File: config.mk
export PLATFORM = sky130hd
export DESIGN_NAME = multi_channel_servo_pulse_generator_unit
export DESIGN_NICKNAME = d
export VERILOG_FILES = /design/src/hw/rtl/svpg_pkg.sv /design/src/hw/rtl/svpg_angle_map.sv /design/src/hw/rtl/svpg_core.sv /design/src/hw/rtl/multi_channel_servo_pulse_generator_unit.sv
export SDC_FILE = /design/constraint.sdc
export NUM_CORES = 1
export LEC_CHECK = 0
export ABC_AREA = 1
export BUFFER_PORTS_ARGS = -buffer_cell sky130_fd_sc_hd__buf_2
export CORE_MARGIN = 3
export CORE_UTILIZATION = 36
export CTS_BUF_LIST = sky130_fd_sc_hd__clkbuf_8
export CTS_CLUSTER_SIZE = 30
export DETAILED_ROUTE_END_ITERATION = 6
export PLACE_DENSITY = 0.58
export SLEW_MARGIN = 10
export SYNTH_ARGS = -nofsm -noshare
export SYNTH_HDL_FRONTEND = slang
export SYNTH_SLANG_ARGS = --single-unit
export TNS_END_PERCENT = 1
File: constraint.sdc
create_clock -name aclk -period 7.4 [get_ports aclk]
set_clock_uncertainty 0.05 [all_clocks]
set_input_delay 1.11 -clock aclk [delete_from_list [all_inputs] [get_ports aclk]]
set_output_delay 1.11 -clock aclk [all_outputs]
set_load 0.005 [all_outputs]
File: src/hw/rtl/svpg_pkg.sv
// Shared types, codes and constants of the servo pulse generator.
`timescale 1ns / 1ps

package svpg_pkg;

    localparam int CHANNELS   = 8;
    localparam int CH_W       = $clog2(CHANNELS);
    localparam int OP_W       = 2;
    localparam int VAL_W      = 12;
    localparam int FRAME_W    = 16;
    localparam int CFG_IDX_W  = 3;
    localparam int CFG_DATA_W = 16;

    // angle operand and scaled product of the angle map
    localparam int ANGLE_W    = 8;
    localparam int PROD_W     = ANGLE_W + VAL_W;

    // floor(x / 180) = floor((x >> 2) / 45) = ((x >> 2) * RECIP_MULT) >> RECIP_SHIFT,
    // exact for x below 2^20
    localparam int RECIP_SHIFT          = 24;
    localparam int RECIP_W              = 19;
    localparam logic [RECIP_W-1:0] RECIP_MULT = 19'd372828;
    localparam int SCALED_W             = (PROD_W - 2) + RECIP_W;

    // item opcodes
    localparam logic [OP_W-1:0] OP_TICK  = 2'd0;
    localparam logic [OP_W-1:0] OP_WIDTH = 2'd1;
    localparam logic [OP_W-1:0] OP_ANGLE = 2'd2;

    // register indexes
    localparam logic [CFG_IDX_W-1:0] REG_FRAME_TICKS    = 3'd0;
    localparam logic [CFG_IDX_W-1:0] REG_MIN_WIDTH_US   = 3'd1;
    localparam logic [CFG_IDX_W-1:0] REG_MAX_WIDTH_US   = 3'd2;
    localparam logic [CFG_IDX_W-1:0] REG_CHANNEL_ENABLE = 3'd3;
    localparam logic [CFG_IDX_W-1:0] REG_RUN_ENABLE     = 3'd4;

    localparam logic [FRAME_W-1:0] FRAME_TICKS_RST = 16'd40000;
    localparam logic [VAL_W-1:0]   MIN_WIDTH_RST   = 12'd544;
    localparam logic [VAL_W-1:0]   MAX_WIDTH_RST   = 12'd2400;
    localparam logic [VAL_W-1:0]   PULSE_WIDTH_RST = 12'd1500;
    localparam logic [VAL_W-1:0]   ANGLE_MAX       = 12'd180;

    typedef struct packed {
        logic [FRAME_W-1:0]  frame_ticks;
        logic [VAL_W-1:0]    min_width_us;
        logic [VAL_W-1:0]    max_width_us;
        logic [CHANNELS-1:0] channel_enable;
        logic                run_enable;
    } svpg_cfg_t;

    typedef struct packed {
        logic [OP_W-1:0]  op;
        logic [CH_W-1:0]  channel;
        logic [VAL_W-1:0] value;
    } svpg_item_t;

    typedef struct packed {
        svpg_item_t       item;
        logic             angle_ok;
        logic [VAL_W-1:0] offset_us;
    } svpg_job_t;

endpackage

File: src/hw/rtl/svpg_angle_map.sv
// Input register and two-stage angle-to-width scaling pipeline.
`timescale 1ns / 1ps

module svpg_angle_map import svpg_pkg::*; (
    input  logic       aclk,
    input  logic       aresetn,
    input  svpg_cfg_t  cfg,
    input  logic       s_valid,
    output logic       s_ready,
    input  svpg_item_t s_item,
    output logic       m_valid,
    input  logic       m_ready,
    output svpg_job_t  m_job
);

    logic             in_valid_reg;
    svpg_item_t       in_item_reg;

    logic             prod_valid_reg;
    svpg_item_t       prod_item_reg;
    logic             prod_ok_reg;
    logic [PROD_W-1:0] prod_reg;

    logic             quo_valid_reg;
    svpg_job_t        quo_job_reg;

    logic             in_ready, prod_ready, quo_ready;
    logic [VAL_W-1:0] diff_us;
    logic             angle_ok;
    logic [PROD_W-1:0] prod_next;
    logic [SCALED_W-1:0] scaled;

    assign quo_ready  = !quo_valid_reg || m_ready;
    assign prod_ready = !prod_valid_reg || quo_ready;
    assign in_ready   = !in_valid_reg || prod_ready;
    assign s_ready    = in_ready;

    // span of the width range; only meaningful when the limits are ordered
    assign diff_us   = cfg.max_width_us - cfg.min_width_us;
    assign angle_ok  = (in_item_reg.value <= ANGLE_MAX) &&
                       (cfg.min_width_us <= cfg.max_width_us);
    assign prod_next = PROD_W'(in_item_reg.value[ANGLE_W-1:0]) * PROD_W'(diff_us);

    assign scaled = SCALED_W'(prod_reg[PROD_W-1:2]) * SCALED_W'(RECIP_MULT);

    always_ff @(posedge aclk) begin
        if (!aresetn) begin
            in_valid_reg   <= 1'b0;
            prod_valid_reg <= 1'b0;
            quo_valid_reg  <= 1'b0;
        end else begin
            if (in_ready) begin
                in_valid_reg <= s_valid;
            end
            if (prod_ready) begin
                prod_valid_reg <= in_valid_reg;
            end
            if (quo_ready) begin
                quo_valid_reg <= prod_valid_reg;
            end
        end
    end

    always_ff @(posedge aclk) begin
        if (in_ready && s_valid) begin
            in_item_reg <= s_item;
        end
        if (prod_ready && in_valid_reg) begin
            prod_item_reg <= in_item_reg;
            prod_ok_reg   <= angle_ok;
            prod_reg      <= prod_next;
        end
        if (quo_ready && prod_valid_reg) begin
            quo_job_reg.item      <= prod_item_reg;
            quo_job_reg.angle_ok  <= prod_ok_reg;
            quo_job_reg.offset_us <= scaled[RECIP_SHIFT +: VAL_W];
        end
    end

    assign m_valid = quo_valid_reg;
    assign m_job   = quo_job_reg;

    // a held stage never drops its word
    a_prod_hold: assert property (@(posedge aclk) disable iff (!aresetn)
        (prod_valid_reg && !quo_ready) |=> prod_valid_reg)
        else $error("product stage lost a word");

    a_quo_hold: assert property (@(posedge aclk) disable iff (!aresetn)
        (quo_valid_reg && !m_ready) |=> quo_valid_reg)
        else $error("quotient stage lost a word");

    a_in_hold: assert property (@(posedge aclk) disable iff (!aresetn)
        (in_valid_reg && !prod_ready) |=> in_valid_reg)
        else $error("input stage lost a word");

endmodule

File: src/hw/rtl/svpg_core.sv
// Frame counter, pulse width store, per-channel compares and result register.
`timescale 1ns / 1ps

module svpg_core import svpg_pkg::*; (
    input  logic                aclk,
    input  logic                aresetn,
    input  svpg_cfg_t           cfg,
    input  logic                s_valid,
    output logic                s_ready,
    input  svpg_job_t           s_job,
    output logic                m_valid,
    input  logic                m_ready,
    output logic [CHANNELS-1:0] m_pin_levels,
    output logic                m_accepted,
    output logic                m_frame_start
);

    logic [VAL_W-1:0]    width_reg [CHANNELS];
    logic [VAL_W-1:0]    width_next [CHANNELS];
    logic [FRAME_W-1:0]  counter_reg, counter_next;
    logic [CHANNELS-1:0] levels_reg, levels_next;
    logic                res_valid_reg;
    logic                accepted_reg, accepted_next;
    logic                frame_start_reg, frame_start_next;

    logic                fire;
    logic [FRAME_W-1:0]  pos;
    logic [FRAME_W:0]    pos_inc;
    logic [FRAME_W-1:0]  counter_tick;
    logic [CHANNELS-1:0] levels_tick;
    logic [VAL_W:0]      us_full;
    logic                ch_ok, range_ok, write_ok;

    assign s_ready = !res_valid_reg || m_ready;
    assign fire    = s_valid && s_ready;

    // stopped: counter reads as zero
    assign pos          = cfg.run_enable ? counter_reg : '0;
    assign pos_inc      = (FRAME_W + 1)'(pos) + (FRAME_W + 1)'(1);
    assign counter_tick = (pos_inc >= (FRAME_W + 1)'(cfg.frame_ticks)) ? '0 :
                          pos_inc[FRAME_W-1:0];

    always_comb begin
        for (int c = 0; c < CHANNELS; c++) begin
            levels_tick[c] = cfg.channel_enable[c] &&
                ((FRAME_W + 1)'(pos) < (FRAME_W + 1)'({width_reg[c], 1'b0}));
        end
    end

    assign us_full  = (s_job.item.op == OP_ANGLE) ?
                      ((VAL_W + 1)'(cfg.min_width_us) + (VAL_W + 1)'(s_job.offset_us)) :
                      (VAL_W + 1)'(s_job.item.value);
    assign ch_ok    = (32'(s_job.item.channel) < CHANNELS) &&
                      cfg.channel_enable[s_job.item.channel];
    assign range_ok = (us_full >= (VAL_W + 1)'(cfg.min_width_us)) &&
                      (us_full <= (VAL_W + 1)'(cfg.max_width_us));

    always_comb begin
        width_next       = width_reg;
        counter_next     = pos;
        levels_next      = cfg.run_enable ? levels_reg : '0;
        accepted_next    = 1'b0;
        frame_start_next = 1'b0;
        write_ok         = 1'b0;
        case (s_job.item.op)
            OP_TICK: begin
                accepted_next = 1'b1;
                if (cfg.run_enable) begin
                    frame_start_next = (pos == '0);
                    levels_next      = levels_tick;
                    counter_next     = counter_tick;
                end
            end
            OP_WIDTH: begin
                write_ok = ch_ok && range_ok;
            end
            OP_ANGLE: begin
                write_ok = s_job.angle_ok && ch_ok && range_ok;
            end
            default: begin
            end
        endcase
        if (write_ok) begin
            accepted_next                  = 1'b1;
            width_next[s_job.item.channel] = us_full[VAL_W-1:0];
        end
    end

    always_ff @(posedge aclk) begin
        if (!aresetn) begin
            res_valid_reg <= 1'b0;
            counter_reg   <= '0;
            levels_reg    <= '0;
            for (int c = 0; c < CHANNELS; c++) begin
                width_reg[c] <= PULSE_WIDTH_RST;
            end
        end else begin
            if (s_ready) begin
                res_valid_reg <= s_valid;
            end
            if (fire) begin
                counter_reg <= counter_next;
                levels_reg  <= levels_next;
                width_reg   <= width_next;
            end
        end
    end

    always_ff @(posedge aclk) begin
        if (fire) begin
            accepted_reg    <= accepted_next;
            frame_start_reg <= frame_start_next;
        end
    end

    // levels change only with a new word, so they double as the result field
    assign m_valid       = res_valid_reg;
    assign m_pin_levels  = levels_reg;
    assign m_accepted    = accepted_reg;
    assign m_frame_start = frame_start_reg;

    a_fs_accepted: assert property (@(posedge aclk) disable iff (!aresetn)
        (res_valid_reg && frame_start_reg) |-> accepted_reg)
        else $error("frame start on a rejected word");

    a_tick_accepted: assert property (@(posedge aclk) disable iff (!aresetn)
        (fire && s_job.item.op == OP_TICK) |=> (res_valid_reg && accepted_reg))
        else $error("tick not reported as accepted");

    a_write_no_fs: assert property (@(posedge aclk) disable iff (!aresetn)
        (fire && s_job.item.op != OP_TICK) |=> !frame_start_reg)
        else $error("frame start on a write");

    a_write_levels: assert property (@(posedge aclk) disable iff (!aresetn)
        (fire && s_job.item.op != OP_TICK && cfg.run_enable) |=> $stable(levels_reg))
        else $error("write changed pin levels");

endmodule

File: src/hw/rtl/multi_channel_servo_pulse_generator_unit.sv
// Top level: configuration registers and the servo pulse pipeline.
//
//  channel  | ports                                   | handshake
//  ---------+-----------------------------------------+------------------
//  input    | s_op, s_channel, s_value                | s_valid / s_ready
//  result   | m_pin_levels, m_accepted, m_frame_start | m_valid / m_ready
//  config   | cfg_addr, cfg_wr_data                   | cfg_wr_en
//
// One word per cycle while results are taken; a word passes through the input register, the angle
// product, the divide-by-180 product and the result register, in that order.
// Widths, frame counter and pin levels change in the last stage only, in order.
// aresetn is synchronous, active low; it loads the default registers and widths.
// A stalled result backs up the stages; an empty stage still fills while the next waits.
`timescale 1ns / 1ps

module multi_channel_servo_pulse_generator_unit import svpg_pkg::*; (
    input  logic                  aclk,
    input  logic                  aresetn,
    input  logic                  cfg_wr_en,
    input  logic [CFG_IDX_W-1:0]  cfg_addr,
    input  logic [CFG_DATA_W-1:0] cfg_wr_data,
    input  logic                  s_valid,
    output logic                  s_ready,
    input  logic [OP_W-1:0]       s_op,
    input  logic [CH_W-1:0]       s_channel,
    input  logic [VAL_W-1:0]      s_value,
    output logic                  m_valid,
    input  logic                  m_ready,
    output logic [CHANNELS-1:0]   m_pin_levels,
    output logic                  m_accepted,
    output logic                  m_frame_start
);

    svpg_cfg_t  cfg_reg;
    svpg_item_t s_item;
    svpg_job_t  job;
    logic       job_valid, job_ready;

    always_ff @(posedge aclk) begin
        if (!aresetn) begin
            cfg_reg.frame_ticks    <= FRAME_TICKS_RST;
            cfg_reg.min_width_us   <= MIN_WIDTH_RST;
            cfg_reg.max_width_us   <= MAX_WIDTH_RST;
            cfg_reg.channel_enable <= '0;
            cfg_reg.run_enable     <= 1'b0;
        end else if (cfg_wr_en) begin
            case (cfg_addr)
                REG_FRAME_TICKS:    cfg_reg.frame_ticks    <= cfg_wr_data[FRAME_W-1:0];
                REG_MIN_WIDTH_US:   cfg_reg.min_width_us   <= cfg_wr_data[VAL_W-1:0];
                REG_MAX_WIDTH_US:   cfg_reg.max_width_us   <= cfg_wr_data[VAL_W-1:0];
                REG_CHANNEL_ENABLE: cfg_reg.channel_enable <= cfg_wr_data[CHANNELS-1:0];
                REG_RUN_ENABLE:     cfg_reg.run_enable     <= cfg_wr_data[0];
                default: begin
                end
            endcase
        end
    end

    assign s_item.op      = s_op;
    assign s_item.channel = s_channel;
    assign s_item.value   = s_value;

    svpg_angle_map u_angle_map (
        .aclk    (aclk),
        .aresetn (aresetn),
        .cfg     (cfg_reg),
        .s_valid (s_valid),
        .s_ready (s_ready),
        .s_item  (s_item),
        .m_valid (job_valid),
        .m_ready (job_ready),
        .m_job   (job)
    );

    svpg_core u_core (
        .aclk          (aclk),
        .aresetn       (aresetn),
        .cfg           (cfg_reg),
        .s_valid       (job_valid),
        .s_ready       (job_ready),
        .s_job         (job),
        .m_valid       (m_valid),
        .m_ready       (m_ready),
        .m_pin_levels  (m_pin_levels),
        .m_accepted    (m_accepted),
        .m_frame_start (m_frame_start)
    );

endmodule

# Yosys cells after proc, flatten, opt, wreduce, memory -nomap -nowiden
# Index checks and enable logic that the tools add are counted.
classes:
  n_reduce_logical: 36
  bitwise_logic: 1
  n_eq_ne: 6
  magnitude_cmp: 16
  n_mul: 2
  n_addsub: 3
  mux: 15
op_table:
  columns: ["cell", "n"]
  rows:
  - ["$lt A16 B13 Y1", 8]
  - ["$bwmux W96", 1]
  - ["$mux W16", 4]
  - ["$demux W12 S3", 1]
  - ["$mul A18 B17 Y34 const B", 1]
  - ["$mux W8", 3]
  - ["$mul A8 B12 Y20", 1]
  - ["$logic_and A1 B1 Y1", 18]
  - ["$add A16 B1 Y17 const B", 1]
  - ["$ge A17 B16 Y1", 1]
  - ["$logic_not A16 Y1", 1]
  - ["$reduce_and A2 Y1", 7]
  - ["$add A12 B12 Y13", 1]
  - ["$ge A13 B12 Y1", 1]
  - ["$le A13 B12 Y1", 1]
  - ["$mux W13", 1]
  - ["$le A12 B12 Y1", 1]
  - ["$le A12 B8 Y1 const B", 1]
  - ["$mux W12", 1]
  - ["$sub A12 B12 Y12", 1]
  - ["$eq A3 B2 Y1 const B", 2]
  - ["$ge A4 B4 Y1 const B", 1]
  - ["$logic_not A1 Y1", 4]
  - ["$logic_or A1 B1 Y1", 4]
  - ["other kinds (12)", 13]
totals:
  elab_cells: 113
  in_bits: 41
  register_bits: 260
  out_inout_bits: 12

# Logic depth before layout (Yosys ltp)
# Gate-level depths: netlist of run 1.
depth:
  depth_word: 7
  mapped_depth: 29
  mapped_depth_nobuf: 29

# Modules after synthesis
# From an unflattened synthesis of run 1, not the netlist that was laid out.
unflattened:
  hier_cells: 3036
  area_unflattened_um2: 23298.6
by_module_without_submodules:
  columns: ["mod", "area_per_inst_um2", "instances", "cells_each", "seq_area_each_um2"]
  rows:
  - ["svpg_angle_map", 11815.1, 1, 1336, 2552.4]
  - ["svpg_core", 9524.1, 1, 1415, 2482.4]
  - ["multi_channel_servo_pulse_generator_unit", 1959.4, 1, 285, 980.9]

# Worst setup path after synthesis of run 1
# Ideal clock, no wire load.
synth_path:
  path_type: "register -> register"
  from: "register cfg_reg[21] in the netlist's numbering"
  to: "register u_angle_map.prod_reg[18] (data pin)"
  n_path_buf: 0
  slack_ns: 1.805
  setup_ns: 0.252
  t_required_ns: 7.098
  stages_incl_launch_ff: 25
  arrival_ns: 5.293
  period_less_slack_ns: 5.595
  cell_sequence: "dfxtp_1 ha_1 inv_1 fa_1 nand2_1 nand2_1 a21oi_1 o21ai_0 xor2_1 inv_1 nor2_1 fa_1 fa_1 fa_1 inv_1 fa_1 inv_1 ha_1 nand2_1 o21ai_0 a21boi_0 o21ai_0 nand4_1 nand3_1 nand2_1"
synth_between:
  elab_chain_len: 2
synth_rtl:
  columns: ["item", "line", "rtl"]
  rows:
  - ["start, declared", "multi_channel_servo_pulse_generator_unit.sv:34", "svpg_cfg_t cfg_reg;"]
  - ["$sub A12 B12 Y12", "svpg_angle_map.sv:39", "assign diff_us = cfg.max_width_us - cfg.min_width_us;"]
  - ["$mul A8 B12 Y20", "svpg_angle_map.sv:42", "assign prod_next = PROD_W'(in_item_reg.value[ANGLE_W-1:0]) * PROD_W'(diff_us);"]
  - ["via u_angle_map.prod_next[18]", "svpg_angle_map.sv:30", "logic [PROD_W-1:0] prod_next;"]
  - ["end signal, assigned", "svpg_angle_map.sv:71", "prod_reg <= prod_next;"]
  - ["end, declared", "svpg_angle_map.sv:22", "logic [PROD_W-1:0] prod_reg;"]
# The timed path passes the listed nets, and every way through them passes these cells.
# A chain may end at the register's enable or synchronous reset.

# Worst setup path after layout of run 1
# Ends and elaborated chain as after synthesis.

==> results.txt, run 1 <==
----------------------------------------------------
[Outcome]
  Status ... completed

[Die]
  Count of pins on the block boundary ... 53
  Die Area ... 64400 sq um
  Floorplan die width ... approximately 250 um
  Initial Util ... 0.365
  Die Y ... 254 um
  Core outline area ... between 60000 and 70000 sq um
  Total number of placement rows ... 90

[Setup path]
  Reg2Reg Launch Point ... cfg_reg[21]$_SDFFE_PN0P_
  Nature of the critical path startpoint ... register
  Worst path depth ... 24
  Register-to-Register Path Depth ... 24
  Most used cell, CP ... sky130_fd_sc_hd__fa_1
  Worst Path Max Fanout ... 5
  End of the worst register-to-register path ... u_angle_map.prod_reg[18]$_DFFE_PP_
  Crit path cell chain ... ha_1, inv_1, fa_1, nand2_1, nand2_1, a21oi_1, o21ai_0, xor2_1, inv_1, nor2_1, fa_1, fa_1, fa_1, inv_1, fa_1, inv_1, ha_1, nand2_1, o21ai_0, a21boi_0, o21ai_0, nand4_1, nand3_1, nand2_1
  Req. time, crit path ... 7.66 ns
  Critical Path Start ... cfg_reg[21]$_SDFFE_PN0P_
  Setup crit end ... u_angle_map.prod_reg[18]$_DFFE_PP_
  Cell type group with the largest total delay on the critical path ... adder cells
  R2R Setup Slk ... 1.19 ns
  Critical setup path kind ... reg2reg
  Cell with the biggest individual delay on the critical path ... sky130_fd_sc_hd__fa_1
  Worst Path Arrival ... 6.47 ns
  Crit path largest cell delay ... 0.56 ns
  Element type at the critical path end ... register
  Crit path buf inv count ... 4

[Clock tree]
  Number of clock buffers inserted by TritonCTS ... 45
  Clock root buffer ... sky130_fd_sc_hd__clkbuf_8
  Clock edge transition at the registers on the reported setup and hold paths ... 0.07 ns
  Count of buffers added by post-CTS timing repair for setup ... 0
  Number of levels the H-tree was split into ... 2
  Bufs on Longest Clock Path ... 3
  Skew-Pair Late Insertion Delay ... 0.58 ns
  CTS tree ... yes
  CTS Hold Bufs ... 0
  Cts repair resizes ... 0
  TritonCTS Sinks ... about 260

[Global route]
  Global-route wire length before repair ... about 96 mm
  Via count of the first global-routing pass ... 17.9k
  Initial antenna violation count ... 4
  Overall fraction of global-route tracks in use ... 0.188
  Grt ovf ... 0
  Pin count of the biggest net entering global routing ... 97

[Routing]
  Via count ... 18.1k
  Routed wire per std cell ... 16.9 um
  DRT iter0 DRCs ... 1428
  Residual antenna-violating net count after detailed routing ... 0
  Vias per inst ... 5.03
  Pre-antenna DRT Iters ... 5
  Remaining routing DRC violations ... 0
  Final wirelength ... 60.6 mm

[Hold path]
  Worst min path class ... reg2reg

[Place]
  Number of buffer cells added on primary ports ... 52
  Post-detailed-placement half-perimeter wirelength ... 46.6 mm
  Placer Congestion ... 0.910

[Finish]
  Number of nets in the layout ... 3293
  Max FFs per register ... between 90 and 100
  Fraction of final layout cells with drive strength greater than 1 ... 0.0521
  Most frequent standard cell in the layout excluding fill and tap cells ... sky130_fd_sc_hd__inv_1
  Commonest cells after routing, fill and taps aside ... sky130_fd_sc_hd__inv_1 (573), sky130_fd_sc_hd__nand2_1 (431), sky130_fd_sc_hd__ha_1 (325)
  Layout Area Growth over Synthesis ... 9.10%

[Logic synthesis]
  Post-Syn Instances ... roughly 2.7k
  Number of different library cells in the post-synthesis netlist ... between 40 and 50
  Portion of the post-synthesis area used by sequential elements ... 0.272
  Commonest register cell after synthesis ... sky130_fd_sc_hd__dfxtp_1
  Warnings, synthesis ... 0
  Number of synthesized register bits ... 258
  Post-synth net total ... 3245
  Post-synthesis average cell area ... between 8 and 9 sq um
  Post-synth EDFFs ... 85
  Post-synth design cell area ... 22100 sq um
  Share of flip-flops with an asynchronous set or reset after synthesis ... 0

[Timing]
  Worst slew pin tran ... 1.11 ns
  Count of pins over their slew limit ... 0
  Number of setup violations in the final report ... 0
  Number of failing hold endpoints at the final stage ... 0
  Max Clk Rate ... 0.161 GHz
  Worst slew margin relative to its limit ... 0.261
  Clock period minus final worst setup slack ... 6.21 ns
  Total Negative Setup Slacks ... 0 ns
  Final clock period utilization by the worst path ... 0.840
  RSZ-0062 raised after global routing ... false

[Flow run]
  Max-cap violations ... 0

----------------------------------------------------
[metrics by stage]
| step | hold slack [ns] | util | worst slack (ns) | std cells | instance area, sq um |
|---|---|---|---|---|---|
| after floorplan | 0.350 | - | 1.80 | 2722 | 22100 |
| after global placement | 0.351 | 0.383 | 1.28 | 3505 | 23200 |
| after detailed placement | 0.355 | 0.383 | 1.20 | 3505 | 23200 |
| after CTS | 0.348 | 0.398 | 1.14 | 3585 | 24100 |
| after global routing | 0.359 | 0.398 | 0.559 | 3588 | 24100 |
| final | 0.347 | 0.398 | 1.19 | 3588 | 24100 |
[cell usage after synthesis (5+ instances only)]
cell	instances	area, sq um
sky130_fd_sc_hd__buf_2	15	75.1
sky130_fd_sc_hd__nand3_1	103	515
sky130_fd_sc_hd__inv_1	556	2090
sky130_fd_sc_hd__nand4_1	95	594
sky130_fd_sc_hd__xnor2_1	12	105
sky130_fd_sc_hd__ha_1	325	4070
sky130_fd_sc_hd__nor3_1	27	135
sky130_fd_sc_hd__nand2_1	431	1620
sky130_fd_sc_hd__nor2_1	217	815
sky130_fd_sc_hd__o211ai_1	26	195
sky130_fd_sc_hd__xor2_1	40	350
sky130_fd_sc_hd__a21oi_1	211	1060
sky130_fd_sc_hd__clkbuf_1	46	173
sky130_fd_sc_hd__nor4_1	10	62.6
sky130_fd_sc_hd__dfxtp_1	173	3460
sky130_fd_sc_hd__fa_1	157	3140
sky130_fd_sc_hd__o21ai_0	121	606
sky130_fd_sc_hd__clkinv_1	5	18.8
sky130_fd_sc_hd__o21ai_1	5	25.0
sky130_fd_sc_hd__a31oi_1	16	100
sky130_fd_sc_hd__and2_1	5	31.3
sky130_fd_sc_hd__edfxtp_1	85	2550
sky130_fd_sc_hd__or2_2	5	31.3
[how the worst min path moves through the flow]
stage | startpoint | endpoint | slack, ns | depth (start not counted)
6_report | u_angle_map.prod_item_reg[0]$_DFFE_PP_ | u_angle_map.m_job[13]$_DFFE_PP_ | 0.35 | 0
5_1_grt | u_angle_map.prod_item_reg[0]$_DFFE_PP_ | u_angle_map.m_job[13]$_DFFE_PP_ | 0.36 | 0
4_1_cts | u_angle_map.prod_item_reg[0]$_DFFE_PP_ | u_angle_map.m_job[13]$_DFFE_PP_ | 0.35 | 0
3_5_place_dp | u_angle_map.prod_item_reg[7]$_DFFE_PP_ | u_angle_map.m_job[20]$_DFFE_PP_ | 0.35 | 0
3_3_place_gp | u_angle_map.in_item_reg[14]$_DFFE_PP_ | u_angle_map.prod_item_reg[14]$_DFFE_PP_ | 0.35 | 0
2_1_floorplan | u_angle_map.prod_ok_reg$_DFFE_PP_ | u_angle_map.m_job[12]$_DFFE_PP_ | 0.35 | 0
[cell type report]
type                            count  area (sq um)
Sequential cell                   258          6020
Multi-Input combinational cell   1838         13800
Clock buffer                       56           771
Inverter                          561          2110
Fill cell                        6179         36500
Timing Repair Buffer               66           368
Antenna cell                        3          7.51
Tap cell                          782           978
Clock inverter                     24           109
[cell families (layout without fill, tap and decap cells)]
logic type / count (synthesis) / count (layout) / synth area share
AOI/OAI and AO/OA: 405 / 405 / 0.0989
xor gates and xnor gates: 52 / 52 / 0.0206
buffers and inverters: 626 / 707 / 0.107
adders and majority gates: 482 / 482 / 0.326
other: 0 / 3 / 0
and+or+nand+nor: 899 / 899 / 0.175
DFF: 258 / 258 / 0.272
[worst register-to-register path: cells and delay by family (launching register included)]
family	cells	cell delay, ns
DFF	1	0.40
and+or+nand+nor	7	0.66
AOI/OAI and AO/OA	5	1.22
buffers and inverters	4	0.33
adders and majority gates	7	2.93
xor gates and xnor gates	1	0.36
[metal layers]
layer	part of all wire	wire length [um]	GRT usage	vias up
met5	0	0	0	-
met4	0.034	2070	0.0667	0
met3	0.050	3010	0.0294	114
met2	0.48	28800	0.317	454
met1	0.44	26700	0.245	8542
li1	-	-	-	8946
Power of run 1 is left out: the tool's default activity adds up to more than one toggle a clock period on the data nets, which glitch-free logic cannot reach.
==> run 2, diff against run 1 <==
==> constraint.sdc (replaced) <==
create_clock -name aclk -period 5.8 [get_ports aclk]
set_clock_uncertainty 0.05 [all_clocks]
set_input_delay 0.87 -clock aclk [delete_from_list [all_inputs] [get_ports aclk]]
set_output_delay 0.87 -clock aclk [all_outputs]
set_load 0.005 [all_outputs]
==> run 2 against run 1 <==
Compared with the run above:
- routed wire length is 2.0% higher
- worst hold slack better by 0.013 ns
- first-iteration DRC count is 11% lower
- via count is 1.8% higher
- non-clock buffer count is 62 higher
- global-route usage is 0.28 points higher
- sequential share of layout area is 0.77 points lower
- maximum frequency is 11% higher
- cell area is 3.2% higher
- count of clock-buffer cells in the layout is 5 lower
- setup slack worse by 0.99 ns
- largest cell class unchanged
==> results.txt, run 2 (same netlist as run 1, synthesis figures left out) <==
----------------------------------------------------
[Outcome]
  Status ... completed (unchanged)

[Finish]
  Commonest cells after routing, fill and taps aside ... sky130_fd_sc_hd__inv_1 (572), sky130_fd_sc_hd__nand2_1 (427), sky130_fd_sc_hd__ha_1 (313) (was sky130_fd_sc_hd__inv_1 (573), sky130_fd_sc_hd__nand2_1 (431), sky130_fd_sc_hd__ha_1 (325))
  Layout Area Growth over Synthesis ... 12.6% (was 9.10%)
  Max FFs per register ... 96 (unchanged)
  Number of nets in the layout ... 3354 (was 3293)
  Most frequent standard cell in the layout excluding fill and tap cells ... sky130_fd_sc_hd__inv_1 (unchanged)
  Fraction of final layout cells with drive strength greater than 1 ... 0.0883 (was 0.0521)

[Setup path]
  Req. time, crit path ... 6.05 ns (was 7.66 ns)
  Worst Path Arrival ... 5.85 ns (was 6.47 ns)
  Cell with the biggest individual delay on the critical path ... sky130_fd_sc_hd__fa_1 (unchanged)
  Worst Path Max Fanout ... 3 (was 5)
  R2R Setup Slk ... 0.20 ns (was 1.19 ns)
  Nature of the critical path startpoint ... register (unchanged)
  Crit path largest cell delay ... 0.55 ns (was 0.56 ns)
  Crit path cell chain ... buf_4, ha_1, inv_1, fa_2, fa_1, fa_1, fa_1, fa_1, inv_1, ha_1, a21oi_1, o21ai_0, a21oi_2, nand3_2, a21oi_2, o21ai_1, buf_4, nand2_1, nand2_1, nand2_1, nand2_1 (was ha_1, inv_1, fa_1, nand2_1, nand2_1, a21oi_1, o21ai_0, xor2_1, inv_1, nor2_1, fa_1, fa_1, fa_1, inv_1, fa_1, inv_1, ha_1, nand2_1, o21ai_0, a21boi_0, o21ai_0, nand4_1, nand3_1, nand2_1)
  Element type at the critical path end ... register (unchanged)
  Critical setup path kind ... reg2reg (unchanged)

[Timing]
  Worst slew margin relative to its limit ... 0.319 (was 0.261)
  Worst slew pin tran ... 1.02 ns (was 1.11 ns)
  Total Negative Setup Slacks ... 0 ns (unchanged)
  Number of failing hold endpoints at the final stage ... 0 (unchanged)
  Count of pins over their slew limit ... 0 (unchanged)
  Number of setup violations in the final report ... 0 (unchanged)
  Max Clk Rate ... 0.179 GHz (was 0.161 GHz)
  Clock period minus final worst setup slack ... 5.60 ns (was 6.21 ns)
  Final clock period utilization by the worst path ... 0.965 (was 0.840)

[Routing]
  Residual antenna-violating net count after detailed routing ... 0 (unchanged)
  Vias per inst ... 5.04 (was 5.03)
  Via count ... 18.4k (was 18.1k)
  Routed wire per std cell ... 16.9 um (about the same)
  DRT iter0 DRCs ... 1266 (was 1428)
  Remaining routing DRC violations ... 0 (unchanged)
  Final wirelength ... 61.8 mm (was 60.6 mm)
  Pre-antenna DRT Iters ... 6 (was 5)

[Clock tree]
  Clock edge transition at the registers on the reported setup and hold paths ... 0.06 ns (was 0.07 ns)
  Number of clock buffers inserted by TritonCTS ... 44 (was 45)
  Bufs on Longest Clock Path ... 3 (unchanged)
  TritonCTS Sinks ... 258 (unchanged)
  CTS tree ... yes (unchanged)
  Clock root buffer ... sky130_fd_sc_hd__clkbuf_8 (unchanged)
  Skew-Pair Late Insertion Delay ... 0.56 ns (was 0.58 ns)
  CTS Hold Bufs ... 0 (unchanged)
  Number of levels the H-tree was split into ... 2 (unchanged)

[Global route]
  Grt ovf ... 0 (unchanged)
  Via count of the first global-routing pass ... 18.0k (was 17.9k)
  Initial antenna violation count ... 1 (was 4)
  Overall fraction of global-route tracks in use ... 0.191 (was 0.188)
  Pin count of the biggest net entering global routing ... 92 (was 97)
  Global-route wire length before repair ... 97.3 mm (was 95.6 mm)

[Die]
  Core outline area ... 60600 sq um (unchanged)
  Floorplan die width ... 254 um (unchanged)
  Total number of placement rows ... 90 (unchanged)
  Die Area ... 64400 sq um (unchanged)
  Initial Util ... 0.365 (unchanged)
  Die Y ... 254 um (unchanged)
  Count of pins on the block boundary ... 53 (unchanged)

[Flow run]
  Max-cap violations ... 0 (unchanged)

[Hold path]
  Worst min path class ... reg2reg (unchanged)

[Place]
  Number of buffer cells added on primary ports ... 52 (unchanged)
  Placer Congestion ... 0.896 (was 0.910)
  Post-detailed-placement half-perimeter wirelength ... 47.7 mm (was 46.6 mm)

----------------------------------------------------
-- run 2: routing by layer --
metal,vias up,track usage,share of wire
met3,113,0.0224,0.042
met2,441,0.335,0.49
met4,0,0.0575,0.031
li1,9069,-,-
met1,8754,0.246,0.44
met5,-,0,0
-- run 2: path summary, 6_finish.rpt --
check                                                       startpoint                              end  cells past startpoint
worst max register to register       u_angle_map.prod_reg[5]$_DFFE_PP_  u_angle_map.m_job[10]$_DFFE_PP_                     21
worst max-delay path                 u_angle_map.prod_reg[5]$_DFFE_PP_  u_angle_map.m_job[10]$_DFFE_PP_                     21
worst min-delay path            u_angle_map.prod_item_reg[0]$_DFFE_PP_  u_angle_map.m_job[13]$_DFFE_PP_                      0
worst min register to register  u_angle_map.prod_item_reg[0]$_DFFE_PP_  u_angle_map.m_job[13]$_DFFE_PP_                      0
-- run 2: area by class of cell --
class	instances	area, sq um
fillers	6162	35700
multi-input cells	1838	14000
flip-flops and latches	258	6020
inverters	561	2110
well taps	782	978
repair buffers	128	846
clock buffers	51	702
clock inverters	29	174
diodes	1	2.50
-- run 2: timing repair --
item                                    CTS  global route
pin swaps                                 1            22
setup buffers                             2             8
resized for setup                         6            60
endpoints found under the setup margin    7            15
-- run 2: worst max-delay path: cells and delay by family, from the launching register on --
family          cells  cell delay [ns]
compound gates      5             0.74
simple gates        5             0.38
fa+ha+maj           7             3.21
buf+inv             4             0.48
flops               1             0.46
-- run 2: metrics by stage --
stage          setup slack, ns  instances  instance area (sq um)   util  hold slack [ns]
2_1_floorplan            0.205       2722                  22100      -            0.350
3_3_place_gp           -0.0472       3557                  23600  0.390            0.351
3_5_place_dp            -0.140       3557                  23600  0.390            0.355
4_1_cts                 0.0213       3639                  24500  0.405            0.360
5_1_grt                -0.0386       3647                  24900  0.411            0.360
6_report                 0.202       3648                  24900  0.411            0.360
Power of run 2 is left out for the same reason.
==> run 3, diff against run 2 <==
--- a/config.mk
+++ b/config.mk
@@ -7,13 +7,13 @@
 export LEC_CHECK = 0
 export ABC_AREA = 1
 export BUFFER_PORTS_ARGS = -buffer_cell sky130_fd_sc_hd__buf_2
+export CORE_ASPECT_RATIO = 1.5
 export CORE_MARGIN = 3
 export CORE_UTILIZATION = 36
 export CTS_BUF_LIST = sky130_fd_sc_hd__clkbuf_8
 export CTS_CLUSTER_SIZE = 30
 export DETAILED_ROUTE_END_ITERATION = 6
 export PLACE_DENSITY = 0.58
-export SLEW_MARGIN = 10
 export SYNTH_ARGS = -nofsm -noshare
 export SYNTH_HDL_FRONTEND = slang
 export SYNTH_SLANG_ARGS = --single-unit
==> run 3 against run 2 <==
Compared with the run above:
- final cell count rose by 0.69%
- global-route usage rose by 0.61 points
- critical path type unchanged
- register-to-register slack better by 0.02 ns
==> results.txt, run 3 (same netlist as run 1, synthesis figures left out) <==
----------------------------------------------------
[Outcome]
  Status ... completed (unchanged)

[Setup path]
  Element type at the critical path end ... register (unchanged)
  End of the worst register-to-register path ... u_angle_map.m_job[8]$_DFFE_PP_ (was u_angle_map.m_job[10]$_DFFE_PP_)
  Worst Path Arrival ... 5.87 ns (was 5.85 ns)
  Nature of the critical path startpoint ... register (unchanged)
  Setup crit end ... u_angle_map.m_job[8]$_DFFE_PP_ (was u_angle_map.m_job[10]$_DFFE_PP_)
  Critical Path Start ... u_angle_map.prod_reg[9]$_DFFE_PP_ (was u_angle_map.prod_reg[5]$_DFFE_PP_)
  Reg2Reg Launch Point ... u_angle_map.prod_reg[9]$_DFFE_PP_ (was u_angle_map.prod_reg[5]$_DFFE_PP_)
  Critical setup path kind ... reg2reg (unchanged)
  Worst Path Max Fanout ... 4 (was 3)
  Register-to-Register Path Depth ... 22 (was 21)
  R2R Setup Slk ... 0.23 ns (was 0.20 ns)
  Req. time, crit path ... 6.10 ns (was 6.05 ns)

[Finish]
  Max FFs per register ... 96 (unchanged)
  Fraction of final layout cells with drive strength greater than 1 ... 0.0938 (was 0.0883)
  Post-Layout Cell Count ... 3673 (was 3648)
  N_diodes ... 0 (was 1)
  Layout Area Growth over Synthesis ... 13.1% (was 12.6%)
  Final Core Density ... 0.414 (was 0.411)
  Number of nets in the layout ... 3375 (was 3354)
  Commonest cells after routing, fill and taps aside ... sky130_fd_sc_hd__inv_1 (566), sky130_fd_sc_hd__nand2_1 (428), sky130_fd_sc_hd__ha_1 (313) (was sky130_fd_sc_hd__inv_1 (572), sky130_fd_sc_hd__nand2_1 (427), sky130_fd_sc_hd__ha_1 (313))
  Filler cell count in the final layout ... 6034 (was 6162)
  Most frequent standard cell in the layout excluding fill and tap cells ... sky130_fd_sc_hd__inv_1 (unchanged)

[Flow run]
  Max-cap violations ... 0 (unchanged)

[Timing]
  Clock period minus final worst setup slack ... 5.57 ns (was 5.60 ns)
  Number of setup violations in the final report ... 0 (unchanged)
  Total Negative Setup Slacks ... 0 ns (unchanged)
  Worst hold slack after final layout ... 0.329 ns (was 0.360 ns)
  RSZ-0062 raised after global routing ... true
  Count of pins over their slew limit ... 0 (unchanged)
  Worst slew pin tran ... 1.01 ns (was 1.02 ns)
  Number of failing hold endpoints at the final stage ... 0 (unchanged)
  Max Clk Rate ... 0.179 GHz (about the same)
  Worst slew margin relative to its limit ... 0.319 (about the same)
  Final clock period utilization by the worst path ... 0.961 (was 0.965)

[Global route]
  Grt ovf ... 0 (unchanged)
  Met1 demand-to-capacity share in global routing ... 0.216 (was 0.246)
  Initial antenna violation count ... 0 (was 1)
  Global-route wire length before repair ... 101 mm (was 97.3 mm)
  Highest-utilization routing layer at the global route stage ... met2 (unchanged)
  Pin count of the biggest net entering global routing ... 97 (was 92)
  Met2 demand-to-capacity share in global routing ... 0.371 (was 0.335)
  Overall fraction of global-route tracks in use ... 0.197 (was 0.191)
  Via count of the first global-routing pass ... 19.2k (was 18.0k)
  GR met3 Demand/Resource ... 0.0260 (was 0.0224)

[Hold path]
  Hold path depth ... 0 (unchanged)
  Worst min path class ... reg2reg (unchanged)

[Clock tree]
  Bufs on Longest Clock Path ... 3 (unchanged)
  CTS tree ... yes (unchanged)
  Skew-Pair Late Insertion Delay ... 0.63 ns (was 0.56 ns)
  Clock edge transition at the registers on the reported setup and hold paths ... 0.06 ns (about the same)
  TritonCTS Sinks ... 258 (unchanged)
  Clock root buffer ... sky130_fd_sc_hd__clkbuf_8 (unchanged)
  Number of levels the H-tree was split into ... 2 (unchanged)
  Number of clock buffers inserted by TritonCTS ... 46 (was 44)

[Die]
  Floorplan die width ... 208 um (was 254 um)
  Die Y ... 309 um (was 254 um)
  Total number of placement rows ... 110 (was 90)
  Core outline area ... 60400 sq um (was 60600 sq um)
  Die Area ... 64400 sq um (about the same)
  Initial Util ... 0.366 (was 0.365)
  Count of pins on the block boundary ... 53 (unchanged)

[Routing]
  Residual antenna-violating net count after detailed routing ... 0 (unchanged)
  Routed wire per std cell ... 17.5 um (was 16.9 um)
  Vias per inst ... 5.08 (was 5.04)
  Final wirelength ... 64.3 mm (was 61.8 mm)
  Remaining routing DRC violations ... 0 (unchanged)
  Via count ... 18.7k (was 18.4k)
  DRT iter0 DRCs ... 1284 (was 1266)
  Pre-antenna DRT Iters ... 5 (was 6)

[Place]
  Placed cell count ... 3574 (was 3557)
  Post-detailed-placement half-perimeter wirelength ... 50.0 mm (was 47.7 mm)
  Number of buffer cells added on primary ports ... 52 (unchanged)
  Placer Congestion ... 0.914 (was 0.896)

----------------------------------------------------
run 3: cell types whose count changed in the layout (fill, tap and decap cells not counted), sizes merged:
cell,previous run,this run
diode,1,0
inv,576,571
clkinv,11,22
bufinv,2,0
buf,128,147
clkbuf,51,52
run 3: per-stage QoR:
step,setup WS (ns),cell area [sq um]
global route,-0.0294,25000
finish,0.226,25000
detailed placement,-0.0719,23800
floorplan,0.205,22100
global placement,-0.138,23800
CTS,-0.0133,24700
run 3: worst min path at each step:
stage                                           start                                   end  slack, ns
6_report       u_angle_map.prod_item_reg[2]$_DFFE_PP_       u_angle_map.m_job[15]$_DFFE_PP_       0.33
2_1_floorplan       u_angle_map.prod_ok_reg$_DFFE_PP_       u_angle_map.m_job[12]$_DFFE_PP_       0.35
3_5_place_dp   u_angle_map.prod_item_reg[1]$_DFFE_PP_       u_angle_map.m_job[14]$_DFFE_PP_       0.35
3_3_place_gp   u_angle_map.prod_item_reg[6]$_DFFE_PP_       u_angle_map.m_job[19]$_DFFE_PP_       0.35
5_1_grt                                    s_value[2]  u_angle_map.in_item_reg[2]$_DFFE_PP_       0.33
4_1_cts                                    s_value[2]  u_angle_map.in_item_reg[2]$_DFFE_PP_       0.32
run 3: per-layer routing:
layer | share of wire | wire length [um]
met1 | 0.38 | 24600
met2 | 0.52 | 33500
met3 | 0.039 | 2480
met4 | 0.057 | 3680
met5 | 0 | 0
run 3: final cells by class:
| cell class | count | area (sq um) | area share |
|---|---|---|---|
| Multi-Input combinational cell | 1838 | 14000 | 0.561 |
| Sequential cell | 258 | 6020 | 0.241 |
| Inverter | 561 | 2110 | 0.0842 |
| Timing Repair Buffer | 147 | 1000 | 0.0400 |
| Tap cell | 784 | 981 | 0.0392 |
| Clock buffer | 52 | 716 | 0.0286 |
| Clock inverter | 33 | 159 | 0.00636 |
run 3: worst max-delay path: stages (launching register included):
cell and delay (ns):
sky130_fd_sc_hd__edfxtp_1 0.45, sky130_fd_sc_hd__buf_4 0.21, sky130_fd_sc_hd__ha_4 0.29, sky130_fd_sc_hd__inv_1 0.08, sky130_fd_sc_hd__fa_1 0.54, sky130_fd_sc_hd__fa_1 0.46
sky130_fd_sc_hd__fa_1 0.52, sky130_fd_sc_hd__fa_1 0.52, sky130_fd_sc_hd__fa_1 0.56, sky130_fd_sc_hd__inv_1 0.05, sky130_fd_sc_hd__ha_1 0.33, sky130_fd_sc_hd__nand2_2 0.11
sky130_fd_sc_hd__buf_4 0.13, sky130_fd_sc_hd__o21ai_0 0.08, sky130_fd_sc_hd__a21oi_1 0.17, sky130_fd_sc_hd__nand3_2 0.14, sky130_fd_sc_hd__a21oi_2 0.17, sky130_fd_sc_hd__o21ai_0 0.09
sky130_fd_sc_hd__buf_4 0.15, sky130_fd_sc_hd__nand2_1 0.08, sky130_fd_sc_hd__nand2_1 0.05, sky130_fd_sc_hd__nand2_1 0.06, sky130_fd_sc_hd__nand2_1 0.04
run 3: timing repair:
action,in CTS,in global routing
buffers inserted,4,10
gates resized for setup,6,50
pin swaps,5,25
setup endpoints to repair,7,15
hold buffers,0,0
Power of run 3 is left out for the same reason.
